## config.mk

```make
export PLATFORM = sky130hd
export DESIGN_NAME = modular_inverse
export DESIGN_NICKNAME = d
export VERILOG_FILES = /design/src/hdl/mi_pkg.sv /design/src/hdl/mi_div.sv /design/src/hdl/mi_norm.sv /design/src/hdl/modular_inverse.sv
export VERILOG_INCLUDE_DIRS = /design/src /design/src/hdl
export SDC_FILE = /design/constraint.sdc
export NUM_CORES = 1
export LEC_CHECK = 0
export ABC_AREA = 1
export BUFFER_PORTS_ARGS = -buffer_cell sky130_fd_sc_hd__buf_2
export CAP_MARGIN = 40
export CORE_UTILIZATION = 50
export CTS_CLUSTER_SIZE = 24
export DETAILED_ROUTE_END_ITERATION = 8
export PLACE_DENSITY = 0.66
export SYNTH_ARGS = -nofsm -noshare
export SYNTH_HDL_FRONTEND = slang
export SYNTH_SLANG_ARGS = --single-unit
```

## constraint.sdc

```tcl
create_clock -name clk_i -period 7 [get_ports clk_i]
set_input_delay 0.7 -clock clk_i [delete_from_list [all_inputs] [get_ports clk_i]]
set_output_delay 0.7 -clock clk_i [all_outputs]
set_load 0.02 [all_outputs]
```

## src/hdl/modular_inverse_assert.svh

```systemverilog
// ----------------------------------------------------------------------------
// Assertion macros for the modular inverse block
// Clocked on clk_i, disabled while rst_ni is low.
// ----------------------------------------------------------------------------
`ifndef MODULAR_INVERSE_ASSERT_SVH
`define MODULAR_INVERSE_ASSERT_SVH

// Same-cycle implication.
`define MI_ASSERT_NOW(name, ante, cons) \
  name: assert property (@(posedge clk_i) disable iff (!rst_ni) (ante) |-> (cons)) \
    else $error("modular_inverse: same-cycle check failed");

// Next-cycle implication.
`define MI_ASSERT_NEXT(name, ante, cons) \
  name: assert property (@(posedge clk_i) disable iff (!rst_ni) (ante) |=> (cons)) \
    else $error("modular_inverse: next-cycle check failed");

`endif

```

## src/hdl/mi_pkg.sv

```systemverilog
// ----------------------------------------------------------------------------
// mi_pkg
// Control bundles shared by the modular inverse datapath units.
// ----------------------------------------------------------------------------
package mi_pkg;

  // Divider step unit control
  typedef struct packed {
    logic clear;  // load dividend, zero partial remainder and product
    logic step;   // one quotient bit
  } div_ctl_t;

  // Normalizer control
  typedef struct packed {
    logic calc;   // fold coefficient magnitude below modulus
    logic emit;   // form result and strobe it
  } norm_ctl_t;

endpackage

```

## src/hdl/mi_div.sv

```systemverilog
// ----------------------------------------------------------------------------
// mi_div
// Bit-serial restoring divider with fused quotient-times-coefficient product.
// ----------------------------------------------------------------------------
module mi_div #(
  parameter int unsigned W = 31
) (
  input  logic             clk_i,
  input  mi_pkg::div_ctl_t ctl_i,
  input  logic [W-1:0]     dividend_i,
  input  logic [W-1:0]     divisor_i,
  input  logic [W:0]       coef_i,
  output logic [W-1:0]     rem_o,
  output logic [W:0]       prod_o
);

  logic [W-1:0] sh_q, sh_d;    // dividend, shifted out MSB first
  logic [W-1:0] rem_q, rem_d;  // partial remainder
  logic [W:0]   acc_q, acc_d;  // q * coef, modulo 2^(W+1)
  logic [W:0]   trial;
  logic [W:0]   diff;
  logic         ge;

  always_comb begin
    trial = {rem_q, sh_q[W-1]};
    diff  = trial - {1'b0, divisor_i};
    ge    = (trial >= {1'b0, divisor_i});
    sh_d  = sh_q;
    rem_d = rem_q;
    acc_d = acc_q;
    if (ctl_i.clear) begin
      sh_d  = dividend_i;
      rem_d = '0;
      acc_d = '0;
    end else if (ctl_i.step) begin
      sh_d  = {sh_q[W-2:0], 1'b0};
      // trial stays below twice the divisor, so one subtract restores it
      rem_d = ge ? diff[W-1:0] : trial[W-1:0];
      acc_d = {acc_q[W-1:0], 1'b0} + (ge ? coef_i : '0);
    end
  end

  always_ff @(posedge clk_i) begin
    sh_q  <= sh_d;
    rem_q <= rem_d;
    acc_q <= acc_d;
  end

  assign rem_o  = rem_q;
  assign prod_o = acc_q;

endmodule

```

## src/hdl/mi_norm.sv

```systemverilog
// ----------------------------------------------------------------------------
// mi_norm
// Two-step reduction of the signed final coefficient into 0..modulus-1.
// ----------------------------------------------------------------------------
module mi_norm #(
  parameter int unsigned W = 31
) (
  input  logic              clk_i,
  input  logic              rst_ni,
  input  mi_pkg::norm_ctl_t ctl_i,
  input  logic [W:0]        coef_i,
  input  logic [W-1:0]      mod_i,
  output logic [W-1:0]      inverse_o,
  output logic              done_o
);

  logic [W:0]   mag;
  logic [W:0]   fold;
  logic [W-1:0] r_q, r_d;
  logic         neg_q;
  logic [W-1:0] inv_q, inv_d;
  logic         done_q;

  always_comb begin
    mag  = coef_i[W] ? (~coef_i + 1'b1) : coef_i;
    fold = mag - {1'b0, mod_i};
    // |coef| never exceeds the modulus: one compare and subtract suffices
    r_d  = (mag >= {1'b0, mod_i}) ? fold[W-1:0] : mag[W-1:0];
    if (mod_i == '0) begin
      inv_d = '0;
    end else if (neg_q && (r_q != '0)) begin
      inv_d = mod_i - r_q;
    end else if (neg_q) begin
      inv_d = '0;
    end else begin
      inv_d = r_q;
    end
  end

  always_ff @(posedge clk_i) begin
    if (ctl_i.calc) begin
      r_q   <= r_d;
      neg_q <= coef_i[W];
    end
    if (ctl_i.emit) begin
      inv_q <= inv_d;
    end
  end

  always_ff @(posedge clk_i or negedge rst_ni) begin
    if (!rst_ni) begin
      done_q <= 1'b0;
    end else begin
      done_q <= ctl_i.emit;
    end
  end

  assign inverse_o = inv_q;
  assign done_o    = done_q;

endmodule

```

## src/hdl/modular_inverse.sv

```systemverilog
// Flow: after the accepting edge the block runs R Euclid rounds, then the
//   normalize and output steps; R is at most about 46 for 31-bit operands.
// Throughput: one transaction at a time; busy drops with the done_o strobe, so
//   a new start is taken no earlier than the done_o strobe of the previous one.
//   Each round runs the bit-serial divider over all W quotient bits plus one update.
// Reset (rst_ni low, asynchronous) returns to idle, done_o low; no receiver stall.
// ----------------------------------------------------------------------------
// modular_inverse
// Extended Euclidean modular inverse: a bit-serial divider yields each
// quotient bit by bit while accumulating quotient times coefficient, then
// the remainder and coefficient pairs are updated and the final coefficient
// is normalized into 0..modulus-1.
// ----------------------------------------------------------------------------
`include "modular_inverse_assert.svh"

module modular_inverse #(
  parameter int unsigned VALUE_WIDTH = 31
) (
  input  logic                   clk_i,
  input  logic                   rst_ni,
  input  logic                   start,
  output logic                   busy,
  input  logic [VALUE_WIDTH-1:0] value_i,
  input  logic [VALUE_WIDTH-1:0] modulus_i,
  output logic [VALUE_WIDTH-1:0] inverse_o,
  output logic                   done_o
);

  localparam int unsigned W  = VALUE_WIDTH;
  localparam int unsigned CW = $clog2(W);
  localparam logic [CW-1:0] CntLast = CW'(W - 1);

  typedef enum logic [2:0] {
    S_IDLE,
    S_DIV,   // one quotient bit per cycle
    S_UPD,   // shift remainder / coefficient pairs
    S_NRM,   // fold coefficient magnitude
    S_OUT    // form and strobe result
  } state_e;

  state_e           state_q, state_d;
  logic [CW-1:0]    cnt_q, cnt_d;

  // Euclid state: b is the running divisor, x/u the signed coefficient pair
  // kept as two's complement in W+1 bits (|x|, |u| never exceed the modulus,
  // so the wrap in the product cancels).
  logic [W-1:0]     b_q;
  logic [W-1:0]     m_q;
  logic [W:0]       x_q;
  logic [W:0]       u_q;

  logic             accept;
  mi_pkg::div_ctl_t  div_ctl;
  mi_pkg::norm_ctl_t norm_ctl;
  logic [W-1:0]     dividend;
  logic [W-1:0]     rem;
  logic [W:0]       prod;

  assign accept = start && !busy;
  assign busy   = (state_q != S_IDLE);

  // First round divides the value; later rounds divide the previous divisor.
  assign dividend = (state_q == S_IDLE) ? value_i : b_q;

  always_comb begin
    div_ctl.clear  = accept || (state_q == S_UPD);
    div_ctl.step   = (state_q == S_DIV);
    norm_ctl.calc  = (state_q == S_NRM);
    norm_ctl.emit  = (state_q == S_OUT);
  end

  // --------------------------------------------------------------------------
  // Sequencer
  // --------------------------------------------------------------------------
  always_comb begin
    state_d = state_q;
    cnt_d   = cnt_q;
    unique case (state_q)
      S_IDLE: begin
        cnt_d = '0;
        if (start) begin
          // zero modulus: skip the loop, the normalizer returns zero
          state_d = (modulus_i == '0) ? S_NRM : S_DIV;
        end
      end
      S_DIV: begin
        cnt_d = cnt_q + 1'b1;
        if (cnt_q == CntLast) begin
          cnt_d   = '0;
          state_d = S_UPD;
        end
      end
      S_UPD: begin
        // new divisor is this round's remainder; zero ends the algorithm
        state_d = (rem == '0) ? S_NRM : S_DIV;
      end
      S_NRM: begin
        state_d = S_OUT;
      end
      S_OUT: begin
        state_d = S_IDLE;
      end
      default: begin
        state_d = S_IDLE;
      end
    endcase
  end

  always_ff @(posedge clk_i or negedge rst_ni) begin
    if (!rst_ni) begin
      state_q <= S_IDLE;
      cnt_q   <= '0;
    end else begin
      state_q <= state_d;
      cnt_q   <= cnt_d;
    end
  end

  // --------------------------------------------------------------------------
  // Remainder and coefficient pairs
  // --------------------------------------------------------------------------
  always_ff @(posedge clk_i) begin
    if (accept) begin
      b_q <= modulus_i;
      m_q <= modulus_i;
      x_q <= (W+1)'(1);
      u_q <= '0;
    end else if (state_q == S_UPD) begin
      b_q <= rem;
      x_q <= u_q;
      u_q <= x_q - prod;
    end
  end

  mi_div #(
    .W (W)
  ) u_div (
    .clk_i      (clk_i),
    .ctl_i      (div_ctl),
    .dividend_i (dividend),
    .divisor_i  (b_q),
    .coef_i     (u_q),
    .rem_o      (rem),
    .prod_o     (prod)
  );

  mi_norm #(
    .W (W)
  ) u_norm (
    .clk_i     (clk_i),
    .rst_ni    (rst_ni),
    .ctl_i     (norm_ctl),
    .coef_i    (x_q),
    .mod_i     (m_q),
    .inverse_o (inverse_o),
    .done_o    (done_o)
  );

  // --------------------------------------------------------------------------
  // Checks
  // --------------------------------------------------------------------------
  `MI_ASSERT_NEXT(a_accept_busy, accept, busy)
  `MI_ASSERT_NEXT(a_out_done, state_q == S_OUT, done_o)
  `MI_ASSERT_NOW(a_done_range, done_o, (inverse_o < m_q) || (m_q == '0))
  `MI_ASSERT_NEXT(a_div_end, (state_q == S_DIV) && (cnt_q == CntLast), state_q == S_UPD)

endmodule

```

## Word-level counts from Yosys, hierarchy flattened

Cells that the tools add are included.

| word-level totals | value |
|---|---|
| bits in writable memories | 0 |
| register bits after elaboration | 292 |
| bits in read-only memories | 0 |
| memories | 0 |
| latch bits | 0 |
| bits of input ports | 65 |
| word-level logic and storage cells | 62 |

| cells by class | value |
|---|---|
| equality and inequality tests | 7 |
| reduce and logical (&&, ||, !) cells | 14 |
| $mul | 0 |
| add/sub/neg operators | 7 |
| mux-type cells | 18 |
| shift-type cells | 0 |
| $lt $le $gt $ge | 2 |
| div/mod/pow operators | 0 |
| bitwise logic cells | 1 |

Operators by type and width:

| cell | count |
|---|---|
| $mux W31 | 9 |
| $logic_not A31 Y1 | 3 |
| $sub A31 B31 Y31 | 3 |
| $ge A32 B31 Y1 | 2 |
| $mux W32 | 2 |
| $add A32 B1 Y32 const B | 1 |
| $add A32 B32 Y32 | 1 |
| $not A32 Y32 | 1 |
| $sub A32 B32 Y32 | 1 |
| $reduce_bool A31 Y1 | 1 |
| $pmux W3 S4 | 1 |
| $pmux W5 S2 | 1 |
| $eq A3 B2 Y1 const B | 2 |
| $mux W3 | 2 |
| $reduce_bool A2 Y1 | 3 |
| $add A5 B1 Y5 const B | 1 |
| $eq A5 B5 Y1 const B | 1 |
| $mux W5 | 1 |
| $mux W2 | 2 |
| $eq A3 B1 Y1 const B | 1 |
| $eq A3 B3 Y1 const B | 1 |
| $logic_not A3 Y1 | 1 |
| $reduce_bool A3 Y1 | 1 |
| $logic_and A1 B1 Y1 | 2 |
| 5 further kinds | 5 |

## Logic depth before layout (Yosys ltp)

Gate-level depths: netlist of the first run.

| depth | value |
|---|---|
| depth after elaboration | 5 |
| depth in mapped cells | 29 |

## Hierarchy

A second synthesis of the first run with hierarchy kept.

| second synthesis, totals | value |
|---|---|
| cell total of the unflattened synthesis | 3771 |
| area, all modules | 24403.4 µm² |

By module, submodules not included:

| module | cells each | instances | area an instance (µm²) |
|---|---|---|---|
| mi_norm | 1412 | 1 | 8807.2 |
| modular_inverse | 1171 | 1 | 8018.9 |
| mi_div | 1188 | 1 | 7577.3 |

## Least setup slack after synthesis of the first run

No wires, ideal clock.

| path | value |
|---|---|
| kind | register to register |
| from | register b_q[21] |
| to | register u_div.acc_q[19], in the netlist u_div.prod_o[19] |
| clock period less this slack | 3401 ps |
| setup slack | 3599 ps |
| stages on the path, launching flop included | 22 |
| setup time | 136 ps |
| data arrival time | 3264 ps |
| cell sequence | edfxtp_1 -> inv_1 -> ha_1 -> a21oi_1 -> nor2_1 -> nor2_1 -> a21oi_1 -> nor2_1 -> nand2_2 -> inv_2 -> clkbuf_1 -> nor2_1 -> ha_1 -> fa_1 -> nand2_1 -> a21oi_1 -> nand2_1 -> nand2_1 -> a21o_1 -> a21oi_1 -> xor2_1 -> o22ai_1 |

| between the ends | value |
|---|---|
| longest elaborated chain between the ends | 3 |

RTL lines:

| element | line | text |
|---|---|---|
| start: declaration | modular_inverse.sv:47 | `logic [W-1:0] b_q;` |
| start signal: assignment | modular_inverse.sv:124 | `b_q <= modulus_i;` |
| start signal: assignment | modular_inverse.sv:129 | `b_q <= rem;` |
| $ge A32 B31 Y1 | mi_div.sv:27 | `ge = (trial >= {1'b0, divisor_i});` |
| $mux W32 | mi_div.sv:39 | `acc_d = {acc_q[W-1:0], 1'b0} + (ge ? coef_i : '0);` |
| $add A32 B32 Y32 | mi_div.sv:39 |  |
| end signal: assignment | mi_div.sv:46 | `acc_q <= acc_d;` |
| end: declaration | mi_div.sv:19 | `logic [W:0] acc_q, acc_d;` |

No other way between the ends.
A chain may end at the register's enable or synchronous reset.

## Worst setup path in the final report of the first run

| path | value |
|---|---|
| from | register b_q[15] |
| to | register u_div.acc_q[19], in the netlist u_div.prod_o[19] |

Same word-level chain as after synthesis.

==> out/qor.yml, run 1 <==
fillers: 4251
max_slew_margin: 0.401
synthXorXnorAreaFrac: 0.0358
slew_violations: 0
rrSetupSlack_ns: 2.41
route.detailed.drc: 0
area_growth_pct: 10.8
grt_pass1_wl_mm: 115
num_rows: 76
antenna_found_initial: 1
die_h_um: 212
drt-total-wl_mm: 74.8
yosys.cell_types.count: 48
cts_root_buf: "clkbuf_16"
num-nets-final: 3449
boundaryPins: 98
finalWorstSetupSlack_ns: 2.41
synth_adder_area_share: 0.0931
synth_top_family_by_area: "simple AND/OR/NAND/NOR gates"
whs_path_depth: 1
core_region_area_mm2: 0.0433
worstSetupEndpointType: "flop"
fin_util: 0.564
grt_pass1_vias: 20600
vias: 21900
async_flop_share: 0.0308
arrival_ns: 5.01
period_share: 0.655
cts_buffer_depth: 3
dr.pass1.iters: 6
yosysSeqAreaShare: 0.338
synthMuxAreaShare: 0
synth_flop_cell: "edfxtp_1"
finalSetupViolCount: 0
synthCells: 3145
period_needed_ns: 4.59
synth_edf_count: 156
hp-start: "modulus_i[1]"
grt.overflow.total: 0
crit_start: "b_q[15]$_DFFE_PN_"
dp_slack_ns: 2.59
syn_nets: 3371
final_hold_viol_count: 0
placed_cell_area_mm2: 0.0231
synth_area_mm2: 0.0220
track_usage: 0.335
drtIter0Drc: 1936
h-tree-depth: 2
grt_max_degree: 64
startpoint_type: "flop"
critPathKind: "flop to flop"
yosys_warnings: 0
r2r_end: "u_div.prod_o[19]$_SDFFE_PN0P_"
place_hpwl_mm: 58.8
initial_core_util: 0.509
die_w_um: 212
finalClockSkew_ns: 0.0361
fmax_mhz: 218
drive_above_1_share: 0.0704
clk_pin_slew_ns: 0.06
multiInputGateArea_mm2: 0.0127
reg2reg_depth: 20
numCtsBuffers: 37
cap_violations: 0
drt-vias-per-instance: 5.70
insertion_delay_ns: 0.58
synth_seq_cells: 292
ant_nets: 0
rr_startpoint: "b_q[15]$_DFFE_PN_"
status: "finished, final reports clean"
regArea_mm2: 0.00745
wl_per_cell_um: 19.5
design.die.area_mm2: 0.0449
cts_tree: "built"
cts_resized: 0
worstMarginPinSlew_ns: 0.896
synthSimpleGateAreaFrac: 0.266
fin_area_mm2: 0.0244
critPathMaxFanout: 45
critPathRequiredTime_ns: 7.42
routabilityCongestion: 1.02
min_to: "m_q[1]$_DFFE_PP_"
numPortBuffers: 97
tns_ns: 0
holdCritPathClass: "primary input to flop"
cts_sinks: 292
rsz0062_at_grt: "no"
synth.avg_cell_area_um2: 7.00
synth_compound_area_frac: 0.179
-- flip-flops by register name, indices dropped and copies added (netlist names) --
signal / flops
b_q: 31
u_norm.done_o: 1
u_div.rem_o: 31
m_q: 31
state_q: 3
cnt_q: 5
x_q: 32
u_div.sh_q: 31
u_q: 32
u_norm.inverse_o: 31
u_norm.r_q: 31
u_norm.neg_q: 1
u_div.prod_o: 32
-- how the worst max path moves through the flow --
stage,end,slack (ns),cells past startpoint
global placement,u_div.prod_o[19]$_SDFFE_PN0P_,2.68,20
CTS,u_div.prod_o[19]$_SDFFE_PN0P_,2.54,20
global route,u_div.prod_o[28]$_SDFFE_PN0P_,1.99,22
detailed placement,u_div.prod_o[19]$_SDFFE_PN0P_,2.59,20
finish,u_div.prod_o[19]$_SDFFE_PN0P_,2.41,20
floorplan,u_div.prod_o[19]$_SDFFE_PN0P_,3.60,21
-- metal layers --
| metal | track usage | share of wire | wire [um] | vias up |
|---|---|---|---|---|
| met5 | 0 | 0 | 0 | - |
| li1 | - | - | - | 10800 |
| met1 | 0.449 | 0.44 | 32700 | 10100 |
| met2 | 0.542 | 0.45 | 33800 | 849 |
| met4 | 0.135 | 0.038 | 2820 | 0 |
| met3 | 0.0460 | 0.074 | 5510 | 140 |
-- cell usage in the layout, fill, tap and decap left out, types with 6 or more instances in the layout --
cell and instances:
o21ai_0 299, or2_2 15, nor3_1 50, clkbuf_16 38
bufinv_16 6, a21oi_1 277, inv_1 399, clkbuf_1 7
nand3_1 167, nand3_2 6, o21a_1 13, inv_2 12
a31oi_1 7, o21bai_1 25, buf_4 18, dfxtp_1 127
xnor2_1 24, edfxtp_1 156, o211ai_1 16, nand3b_1 9
nand4_1 63, nand2_1 732, ha_1 156, a21boi_0 6
buf_2 97, nor2_1 290, xor2_1 66, dfrtp_1 9
nor4_1 28, nor2_4 6, a21o_1 23, o22ai_1 40
o21ai_1 12
-- metrics by stage --
step           hold WS, ns  std cells
2_1_floorplan        0.404       3145
3_3_place_gp         0.474       3766
3_5_place_dp         0.476       3768
4_1_cts              0.321       3836
5_1_grt              0.336       3836
6_report             0.344       3837
-- timing repair --
action,CTS,global route
endpoints found under the hold margin,9,0
buffers inserted,0,0
hold buffers,1,0
-- cells in the mapped netlist, types with 25 or more instances --
library cell,instances,area [um2]
a21oi_1,277,1390
clkbuf_1,47,176
dfxtp_1,127,2540
edfxtp_1,156,4680
ha_1,156,1950
inv_1,399,1500
nand2_1,733,2750
nand3_1,167,836
nand4_1,63,394
nor2_1,292,1100
nor3_1,50,250
nor4_1,29,181
o21ai_0,299,1500
o21bai_1,25,188
o22ai_1,40,250
xor2_1,66,578
-- critical path, stage by stage, from the launching register on --
cell,delay [ns]
edfxtp_1,0.37
inv_1,0.10
ha_1,0.28
a21oi_1,0.29
nand2_1,0.21
a21oi_1,0.21
nand3_1,0.23
nand2_1,0.13
nand2_2,0.07
inv_2,0.62
nor2_1,0.11
ha_1,0.27
fa_1,0.39
nand2_1,0.10
a21oi_1,0.13
nand2_1,0.09
nand2_1,0.11
a21o_1,0.24
a21oi_1,0.17
xor2_1,0.16
o22ai_1,0.08
-- cell type report --
class / count / area share
Antenna cell: 1 / 0.000102
Tap cell: 585 / 0.0300
Sequential cell: 292 / 0.305
Clock buffer: 47 / 0.0411
Clock inverter: 20 / 0.0129
Timing Repair Buffer: 118 / 0.0281
Multi-Input combinational cell: 2360 / 0.519
Inverter: 414 / 0.0637
-- cell families (layout without fill, tap and decap cells) --
group,Yosys count,in the layout
and+or+nand+nor,1380,1380
buffers and inverters,493,599
other,0,1
DFF,292,292
AOI/OAI and AO/OA,729,729
xor gates and xnor gates,90,90
adders and majority gates,161,161
Power of run 1 is not shown: default switching activity piles up to over one toggle a cycle in this logic, so the estimate is an artifact.
==> inputs of run 2 (changes only) <==
==> constraint.sdc (replaced) <==
create_clock -name clk_i -period 4.5 [get_ports clk_i]
set_input_delay 0.45 -clock clk_i [delete_from_list [all_inputs] [get_ports clk_i]]
set_output_delay 0.45 -clock clk_i [all_outputs]
set_load 0.02 [all_outputs]
==> out/qor.yml, run 2 (synthesis gave the netlist of run 1 again) <==
worstSetupEndpointType: "flop"
routabilityCongestion: 1.05
critPathRequiredTime_ns: 4.78
numCtsBuffers: 36
post_cts_buffers: 0
period_needed_ns: 4.10
holdBufCountCts: 1
grt.overflow.total: 0
drt-total-wl_mm: 74.9
grt_pass1_vias: 20700
rsz0062_at_grt: "no"
cap_violations: 0
final_hold_viol_count: 0
fin_area_mm2: 0.0244
holdCritPathClass: "primary input to flop"
placed_cell_area_mm2: 0.0232
layout_commonest_cell: "nand2_1"
cts_buffer_depth: 3
dr.pass1.iters: 7
num_rows: 76
arrival_ns: 4.39
area_growth_pct: 10.8
drive_above_1_share: 0.0715
startpoint_type: "flop"
route.detailed.drc: 0
track_usage: 0.335
critPathMaxFanout: 31
initial_core_util: 0.509
final_cell_mix: "nand2_1, inv_1, o21ai_0, nor2_1, a21oi_1"
design.die.area_mm2: 0.0449
slew_violations: 0
die_w_um: 212
finalSetupViolCount: 0
core_region_area_mm2: 0.0433
drtIter0Drc: 2201
drt-vias-per-instance: 5.78
fmax_mhz: 244
antenna_found_initial: 0
fin_util: 0.564
cts_tree: "built"
wl_per_cell_um: 19.5
die_h_um: 212
cts_root_buf: "clkbuf_16"
grt_max_degree: 63
place_hpwl_mm: 59.2
status: "finished, final reports clean"
boundaryPins: 98
num-nets-final: 3457
h-tree-depth: 2
vias: 22200
num_antenna_cells: 0
ant_nets: 0
cts_resized: 0
period_share: 0.912
clk_pin_slew_ns: 0.06
cts_sinks: 292
numPortBuffers: 97
tns_ns: 0
insertion_delay_ns: 0.57
max_slew_margin: 0.501
finalClockSkew_ns: 0.0284
worstMarginPinSlew_ns: 0.741
grt_pass1_wl_mm: 115
critPathKind: "flop to flop"
fin_hold_ws_ns: 0.119
## run 2: cell type report
class	instances	area, um2
clock buffers	54	1060
clock inverters	11	125
fillers	4211	18900
inverters	414	1550
multi-input cells	2360	12700
flip-flops and latches	292	7450
well taps	585	732
repair buffers	127	811
## run 2: path summary, 6_finish.rpt
| check | startpoint | endpoint | slack, ns | cells past startpoint |
|---|---|---|---|---|
| worst max-delay path | x_q[1]$_SDFFE_PP0N_ | u_norm.r_q[14]$_DFFE_PP_ | 0.40 | 18 |
| worst min-delay path | modulus_i[0] | m_q[0]$_DFFE_PP_ | 0.12 | 1 |
| worst max register to register | x_q[1]$_SDFFE_PP0N_ | u_norm.r_q[14]$_DFFE_PP_ | 0.40 | 18 |
| worst min register to register | u_div.rem_o[30]$_SDFFE_PN0P_ | u_div.rem_o[30]$_SDFFE_PN0P_ | 0.49 | 2 |
| max in group asynchronous | rst_ni | u_norm.done_o$_DFF_PN0_ | 4.03 | 2 |
| min in group asynchronous | rst_ni | state_q[2]$_DFFE_PN0P_ | 0.29 | 2 |
## run 2: stage by stage
stage,instances,setup WS (ns)
after detailed placement,3777,0.470
after global placement,3772,0.502
after floorplan,3145,1.10
after CTS,3843,0.435
after global routing,3843,0.0503
final,3843,0.398
## run 2: worst max-delay path: stages, from the launching register on
cell and delay [ns]:
dfxtp_1 0.32, inv_2 0.11, ha_1 0.15, inv_1 0.06, nor3_2 0.17, inv_1 0.09
nor2_1 0.19, nand2_1 0.13, o21ai_1 0.24, nand3_1 0.16, xor2_1 0.32, ha_1 0.37
a31oi_1 0.27, o21a_1 0.19, nor3_2 0.06, nor2_4 0.12, nand3_2 0.54, nand2_1 0.21
nand2_1 0.09
## run 2: metal layers
metal	share of wire	vias up	GRT usage
li1	-	10800	-
met1	0.43	10300	0.446
met2	0.44	930	0.537
met3	0.080	159	0.0528
met4	0.043	0	0.145
met5	0	-	0
Power of run 2 is left out for the same reason.
